File: config.mk
export PLATFORM = sky130hd
export DESIGN_NAME = sorted_priority_queue_core
export DESIGN_NICKNAME = d
export VERILOG_FILES = /design/src/rtl/spq_pkg.sv /design/src/rtl/spq_mem.sv /design/src/rtl/sorted_priority_queue_core.sv
export SDC_FILE = /design/constraint.sdc
export NUM_CORES = 1
export LEC_CHECK = 0
export BUFFER_PORTS_ARGS = -buffer_cell sky130_fd_sc_hd__buf_2
export CAP_MARGIN = 10
export CORE_ASPECT_RATIO = 0.7
export CORE_MARGIN = 2
export CORE_UTILIZATION = 40
export CTS_CLUSTER_SIZE = 8
export DETAILED_ROUTE_END_ITERATION = 10
export SYNTH_ARGS = -nofsm -noshare
export SYNTH_HDL_FRONTEND = slang
export SYNTH_HIERARCHICAL = 1
export SYNTH_SLANG_ARGS = --single-unit
File: constraint.sdc
create_clock -name clk -period 20.6 [get_ports clk]
set_input_delay 1.03 -clock clk [delete_from_list [all_inputs] [get_ports clk]]
set_output_delay 1.03 -clock clk [all_outputs]
set_load 0.05 [all_outputs]
File: src/rtl/spq_pkg.sv
`timescale 1ns / 1ps

package spq_pkg;

  // Default queue depth
  localparam int CAPACITY_DEF = 16;

  // Command codes
  localparam logic CMD_INSERT = 1'b0;
  localparam logic CMD_DELETE = 1'b1;

  // Result status codes
  localparam logic [1:0] ST_OK        = 2'd0;
  localparam logic [1:0] ST_UNDERFLOW = 2'd1;
  localparam logic [1:0] ST_FULL      = 2'd2;

  // Input request
  typedef struct packed {
    logic               command;
    logic signed [31:0] value_in;
    logic signed [15:0] priority_in;
  } in_req_t;

  // Result
  typedef struct packed {
    logic signed [31:0] value_out;
    logic [1:0]         status;
    logic [4:0]         occupancy;
  } out_rsp_t;

  // One stored queue entry
  typedef struct packed {
    logic signed [15:0] pri;
    logic signed [31:0] val;
  } entry_t;

endpackage

File: src/rtl/spq_mem.sv
`timescale 1ns / 1ps

// Entry store: one write port, one read port with registered read data.
module spq_mem #(
  parameter int CAPACITY = spq_pkg::CAPACITY_DEF,
  parameter int IDX_W    = $clog2(CAPACITY)
) (
  input  logic                  clk,
  input  logic                  we,
  input  logic [IDX_W-1:0]      waddr,
  input  spq_pkg::entry_t       wdata,
  input  logic                  re,
  input  logic [IDX_W-1:0]      raddr,
  output spq_pkg::entry_t       rdata
);

  spq_pkg::entry_t mem [CAPACITY];

  // write port
  always_ff @(posedge clk) begin
    if (we) begin
      mem[waddr] <= wdata;
    end
  end

  // read port
  always_ff @(posedge clk) begin
    if (re) begin
      rdata <= mem[raddr];
    end
  end

endmodule

File: src/rtl/sorted_priority_queue_core.sv
`timescale 1ns / 1ps

// Sorted priority queue core.
// Requests arrive on in_valid/in_ready/in_data: an insert places value and
// priority behind every stored entry of equal or higher priority; a delete
// returns the front entry. Each request yields one result on
// out_valid/out_ready/out_data with value, status and occupancy.
// Entries live in a single-port-write, single-port-read memory walked by a
// small sequencer with one shared priority comparator; each step is a read
// state (S_RD) followed by a compare/write state (S_CMP).
// An insert into a full queue or a delete from an empty one goes straight
// to S_DONE, and an insert into an empty queue writes the front slot at
// acceptance; any other insert scans entries from the back, plus S_WNEW if
// it lands at the front, and a delete walks every stored entry. One request
// is in work at a time and in_ready returns in the same cycle as the result
// is posted; the registered memory read sets the step.
// in_ready is high while the sequencer is idle, also while a finished
// result still waits in the output register.
// A stalled receiver holds the result; the next request may be taken but
// its result waits until the held one is accepted.
// Reset (rst_n low, synchronous) empties the queue; no clearing pass.
module sorted_priority_queue_core #(
  parameter int CAPACITY = spq_pkg::CAPACITY_DEF
) (
  input  logic              clk,
  input  logic              rst_n,
  input  logic              in_valid,
  output logic              in_ready,
  input  spq_pkg::in_req_t  in_data,
  output logic              out_valid,
  input  logic              out_ready,
  output spq_pkg::out_rsp_t out_data
);

  localparam int IDX_W = $clog2(CAPACITY);
  localparam int CNT_W = $clog2(CAPACITY + 1);

  localparam logic [2:0] S_IDLE = 3'd0;
  localparam logic [2:0] S_RD   = 3'd1;
  localparam logic [2:0] S_CMP  = 3'd2;
  localparam logic [2:0] S_WNEW = 3'd3;
  localparam logic [2:0] S_DONE = 3'd4;

  logic [2:0]         state_r, state_nxt;
  logic               cmd_r, cmd_nxt;
  logic signed [31:0] val_r, val_nxt;
  logic signed [15:0] pri_r, pri_nxt;
  logic [IDX_W-1:0]   idx_r, idx_nxt;
  logic [CNT_W-1:0]   cnt_r, cnt_nxt;
  logic signed [31:0] res_val_r, res_val_nxt;
  logic [1:0]         res_st_r, res_st_nxt;
  logic               out_valid_r, out_valid_nxt;
  spq_pkg::out_rsp_t  out_data_r, out_data_nxt;

  logic               mem_we;
  logic [IDX_W-1:0]   mem_waddr;
  spq_pkg::entry_t    mem_wdata;
  logic               mem_re;
  spq_pkg::entry_t    mem_rdata;
  spq_pkg::entry_t    new_entry;

  assign new_entry = '{pri: pri_r, val: val_r};

  spq_mem #(
    .CAPACITY (CAPACITY),
    .IDX_W    (IDX_W)
  ) u_mem (
    .clk   (clk),
    .we    (mem_we),
    .waddr (mem_waddr),
    .wdata (mem_wdata),
    .re    (mem_re),
    .raddr (idx_r),
    .rdata (mem_rdata)
  );

  // sequencer
  always_comb begin
    state_nxt     = state_r;
    cmd_nxt       = cmd_r;
    val_nxt       = val_r;
    pri_nxt       = pri_r;
    idx_nxt       = idx_r;
    cnt_nxt       = cnt_r;
    res_val_nxt   = res_val_r;
    res_st_nxt    = res_st_r;
    out_valid_nxt = out_valid_r && !out_ready;
    out_data_nxt  = out_data_r;
    mem_we        = 1'b0;
    mem_waddr     = idx_r;
    mem_wdata     = new_entry;
    mem_re        = 1'b0;
    case (state_r)
      S_IDLE: begin
        if (in_valid) begin
          cmd_nxt     = in_data.command;
          val_nxt     = in_data.value_in;
          pri_nxt     = in_data.priority_in;
          res_val_nxt = '0;
          res_st_nxt  = spq_pkg::ST_OK;
          if (in_data.command == spq_pkg::CMD_INSERT) begin
            if (cnt_r == CNT_W'(CAPACITY)) begin
              res_st_nxt = spq_pkg::ST_FULL;
              state_nxt  = S_DONE;
            end else if (cnt_r == '0) begin
              // empty queue: store straight at the front
              mem_we    = 1'b1;
              mem_waddr = '0;
              mem_wdata = '{pri: in_data.priority_in, val: in_data.value_in};
              cnt_nxt   = cnt_r + 1'b1;
              state_nxt = S_DONE;
            end else begin
              idx_nxt   = IDX_W'(cnt_r - 1'b1);
              state_nxt = S_RD;
            end
          end else begin
            if (cnt_r == '0) begin
              res_st_nxt = spq_pkg::ST_UNDERFLOW;
              state_nxt  = S_DONE;
            end else begin
              idx_nxt   = '0;
              state_nxt = S_RD;
            end
          end
        end
      end
      S_RD: begin
        mem_re    = 1'b1;
        state_nxt = S_CMP;
      end
      S_CMP: begin
        if (cmd_r == spq_pkg::CMD_INSERT) begin
          // walk from the back, moving lower-priority entries up one slot
          mem_we    = 1'b1;
          mem_waddr = idx_r + 1'b1;
          if (mem_rdata.pri < pri_r) begin
            mem_wdata = mem_rdata;
            if (idx_r == '0) begin
              state_nxt = S_WNEW;
            end else begin
              idx_nxt   = idx_r - 1'b1;
              state_nxt = S_RD;
            end
          end else begin
            cnt_nxt   = cnt_r + 1'b1;
            state_nxt = S_DONE;
          end
        end else begin
          // front entry is the result, the rest move down one slot
          if (idx_r == '0) begin
            res_val_nxt = mem_rdata.val;
          end else begin
            mem_we    = 1'b1;
            mem_waddr = idx_r - 1'b1;
            mem_wdata = mem_rdata;
          end
          if ((CNT_W'(idx_r) + 1'b1) == cnt_r) begin
            cnt_nxt   = cnt_r - 1'b1;
            state_nxt = S_DONE;
          end else begin
            idx_nxt   = idx_r + 1'b1;
            state_nxt = S_RD;
          end
        end
      end
      S_WNEW: begin
        mem_we    = 1'b1;
        mem_waddr = '0;
        cnt_nxt   = cnt_r + 1'b1;
        state_nxt = S_DONE;
      end
      S_DONE: begin
        // hand the result over once the output register is free
        if (!out_valid_r || out_ready) begin
          out_valid_nxt          = 1'b1;
          out_data_nxt.value_out = res_val_r;
          out_data_nxt.status    = res_st_r;
          out_data_nxt.occupancy = 5'(cnt_r);
          state_nxt              = S_IDLE;
        end
      end
      default: begin
        state_nxt = S_IDLE;
      end
    endcase
  end

  // control registers
  always_ff @(posedge clk) begin
    if (!rst_n) begin
      state_r     <= S_IDLE;
      cnt_r       <= '0;
      out_valid_r <= 1'b0;
    end else begin
      state_r     <= state_nxt;
      cnt_r       <= cnt_nxt;
      out_valid_r <= out_valid_nxt;
    end
  end

  // payload registers
  always_ff @(posedge clk) begin
    cmd_r      <= cmd_nxt;
    val_r      <= val_nxt;
    pri_r      <= pri_nxt;
    idx_r      <= idx_nxt;
    res_val_r  <= res_val_nxt;
    res_st_r   <= res_st_nxt;
    out_data_r <= out_data_nxt;
  end

  assign in_ready  = (state_r == S_IDLE);
  assign out_valid = out_valid_r;
  assign out_data  = out_data_r;

  // checks
  a_cnt_bound: assert property (@(posedge clk) disable iff (!rst_n)
    cnt_r <= CNT_W'(CAPACITY))
    else $error("entry count above capacity");

  a_busy_after_req: assert property (@(posedge clk) disable iff (!rst_n)
    (in_valid && in_ready) |=> !in_ready)
    else $error("sequencer idle right after a request");

  a_underflow_zero: assert property (@(posedge clk) disable iff (!rst_n)
    (out_valid && out_data.status != spq_pkg::ST_OK) |-> (out_data.value_out == '0))
    else $error("failed request returned a nonzero value");

endmodule

==> summary.md <==
| Metric | Value |
|---|---|
| Status | completed |
| First-pass DRT Iterations | 6 |
| Worst hold-check path type | flop to flop |
| Hold buffers post-CTS | 0 |
| YS warnings | 6 |
| DP Wirelength | 44,200 um |
| P per Cell Area | 124 nW/um2 |
| Fin crit share | 24.8% |
| Total die area | 94,000 um2 |
| Synth top area share | 77.3% |
| CTS H-tree depth | 4 |
| Largest net degree at the start of global routing | 138 |
| Cell taking the most area after synthesis | edfxtp_1 |
| Crit Path Class | flop to flop |
| Tot Pwr | 5.24 mW |
| Required time worst endpoint | 20,950 ps |
| Mapped Cells | 1,751 |
| Top cells by area, synth | edfxtp_1, mux4_2, a22oi_1 |
| R2r worst-path depth | 11 |
| Area Overhead vs Synth | 15.5% |
| Pins over their slew limit | 0 |
| DR WL/cell | 28.1 um |
| Post-cts repair resize count | 0 |
| Crit-path cells | inv_1 -> ha_1 -> or3b_1 -> or4b_4 -> nor2_2 -> o21bai_1 -> nor2_1 -> o2bb2ai_1 -> nand2_1 -> nor2_4 -> buf_4 |
| Chip width | 366 um |
| Input/output buffers | 93 |
| Slew HR | 22.6% |
| GRT Overall Usage | 19.2% |
| Clk sinks | 951 |
| Max clock buf depth | 3 |
| Max-cap violations | 0 |
| GR Util met1 | 28.7% |
| Floorplan row count | 92 |
| Syn nets | 1,823 |
| RSZ-0062 raised after global routing | false |
| Most used DFF post-synth | edfxtp_1 |
| Starting Density | 40.5% |
| Root buffer cell | clkbuf_16 |
| Core area | 90,400 um2 |
| Synth Cell Area | 36,600 um2 |
| Final worst slack | 15,480 ps |
| Iter 0 DRT Violations | 2,071 |
| Sequential fraction of the synthesis area | 77.8% |
| # IOs | 94 |
| Max IR drop VDD | 0.0862 mV |
| GRT Max-Usage Layer | met1 |
| Global-route wire length before repair | 130,000 um |
| Final setup violation count | 0 |
| CP endpoint kind | flop |
| Clock transition at the registers of the reported paths | 50 ps |
| Commonest cells post-synth | edfxtp_1, mux4_2, a22oi_1 |
| CP Data Arrival Time | 5460 ps |
| Cts bufs inserted | 137 |
| Skew-Pair Late Insertion Delay | 730 ps |
| Share of cells above drive strength 1 | 26.3% |
| Via Count | 18,400 |
| Setup Slack @ Placement | 15,480 ps |
| RePlAce Congestion | 0.786 |
| Yosys cell types | 51 |
| DRT Wirelength | 88,800 um |
| Pleak | 13.8 nW |
| Async SR Flop Fraction | 0% |
| Worst Hold Margin | 410 ps |
| Layout Skew | 23.1 ps |
| Worst-Margin Slew | 1160 ps |
| Most common cell in the netlist | edfxtp_1 |
| Met2 Track Usage GR | 27.8% |
| CP max stage delay | 1000 ps |
| Cells after DPL | 3,007 |
| DRC Markers | 0 |
| Remaining Overflow, GRT | 0 |
| TritonCTS clock tree | yes |
| DR vias/cell | 5.81 |
| Min Clock Period, post-route | 5120 ps |
| Final hold vios | 0 |
| Initial antenna violation count | 3 |
| Nets | 1,996 |
| Chip Height | 257 um |
| Maximum fanout along the worst path | 27 |
| Hold Path Stages | 0 |
| #FFs+latches synth | 951 |
| Crit-path slowest cell | nor2_4 |
| Postcts setup bufs | 0 |
| Non-filler instance count after layout | 3,166 |
| Met3 usage | 4.85% |
| Vias in the first global route | 18,900 |
| Critical Path Source Type | flop |
| Final ANT Viol Nets | 0 |
| Post-synth EDFFs | 942 |
| Total negative slack | 0 ps |
| Synth Area per Inst | 20.9 um2 |
| Maximum clock frequency | 0.195 GHz |
[flip-flops by register name (all words and copies together), names as in the netlist]
signal / cells
out_data: 39
u_mem/mem: 768
pri_r: 16
res_val_r: 32
out_valid: 1
u_mem/rdata: 48
val_r: 32
idx_r: 4
res_st_r: 2
state_r: 3
cnt_r: 5
cmd_r: 1
[cells in the final DEF, fill, tap and decap left out, types with 5 or more instances in the layout]
cell       instances
mux4_2           192
nand2_1           68
and2_1            33
clkbuf_1           6
nor2_4            15
buf_4             35
a221o_1           47
clkbuf_16        141
dfxtp_1            9
a22oi_1           98
xnor2_1            6
buf_2             93
a21oi_1           16
inv_6              7
and3_1            49
o21ai_0           21
inv_1             24
ha_1              19
nor3_1             8
edfxtp_1         942
nor2_1            24
a211oi_1           5
nand3_1            9
[layer usage]
layer | wire length (um) | vias to the layer above
li1 | - | 7622
met1 | 40100 | 9839
met2 | 39800 | 810
met3 | 7450 | 107
met4 | 1460 | 2
met5 | 13 | -
[stage by stage]
step	area (um2)	util, %
after floorplan	36600	-
after CTS	42200	46.7
after global placement	38600	42.7
final	42200	46.8
after detailed placement	38600	42.7
after global routing	42200	46.7
[critical path: cells and delay by family, from the launching register on]
kind | cells | cell delay, ps
flip-flops | 1 | 460
buffers and inverters | 2 | 750
adder cells (fa/ha/maj) | 1 | 260
AND/OR/NAND/NOR | 6 | 2180
AO/OA/AOI/OAI | 2 | 1050
[final timing paths]
| path | start | end | slack (ps) |
|---|---|---|---|
| max reg2reg | cnt_r[0]$_SDFFE_PN0P_ | u_mem/mem[15][16]$_DFFE_PP_ | 15480 |
| max | cnt_r[0]$_SDFFE_PN0P_ | u_mem/mem[15][16]$_DFFE_PP_ | 15480 |
| min reg2reg | res_val_r[13]$_SDFFCE_PN0P_ | out_data[20]$_DFFE_PP_ | 410 |
| min | res_val_r[13]$_SDFFCE_PN0P_ | out_data[20]$_DFFE_PP_ | 410 |
[kinds of logic (layout without fill, tap and decap cells)]
kind of cell | after synthesis | in the layout | share of synthesized area [%]
flops | 951 | 951 | 77.8
simple gates | 246 | 246 | 3.45
compound gates | 211 | 211 | 4.43
mux | 196 | 196 | 11.9
buf+inv | 120 | 311 | 1.55
fa+ha+maj | 19 | 19 | 0.650
xor+xnor | 8 | 8 | 0.191
other cells | 0 | 2 | 0
[layout make-up]
type,count,area [um2]
multi-input cells,680,7730
repair buffers,130,768
fillers,7400,48100
diodes,2,5.00
flip-flops and latches,951,28500
well taps,1222,1530
clock inverters,10,103
clock buffers,147,3550
inverters,24,90.1
[where the power goes]
group / leakage [nW] / total [mW] / switching [mW] / internal (mW)
combinational: 3.38 / 0.865 / 0.593 / 0.272
clock: 1.79 / 1.96 / 0.755 / 1.20
sequential: 8.65 / 2.42 / 0.0356 / 2.39
total: 13.8 / 5.24 / 1.38 / 3.86
Power figures use the tool's default switching activity.
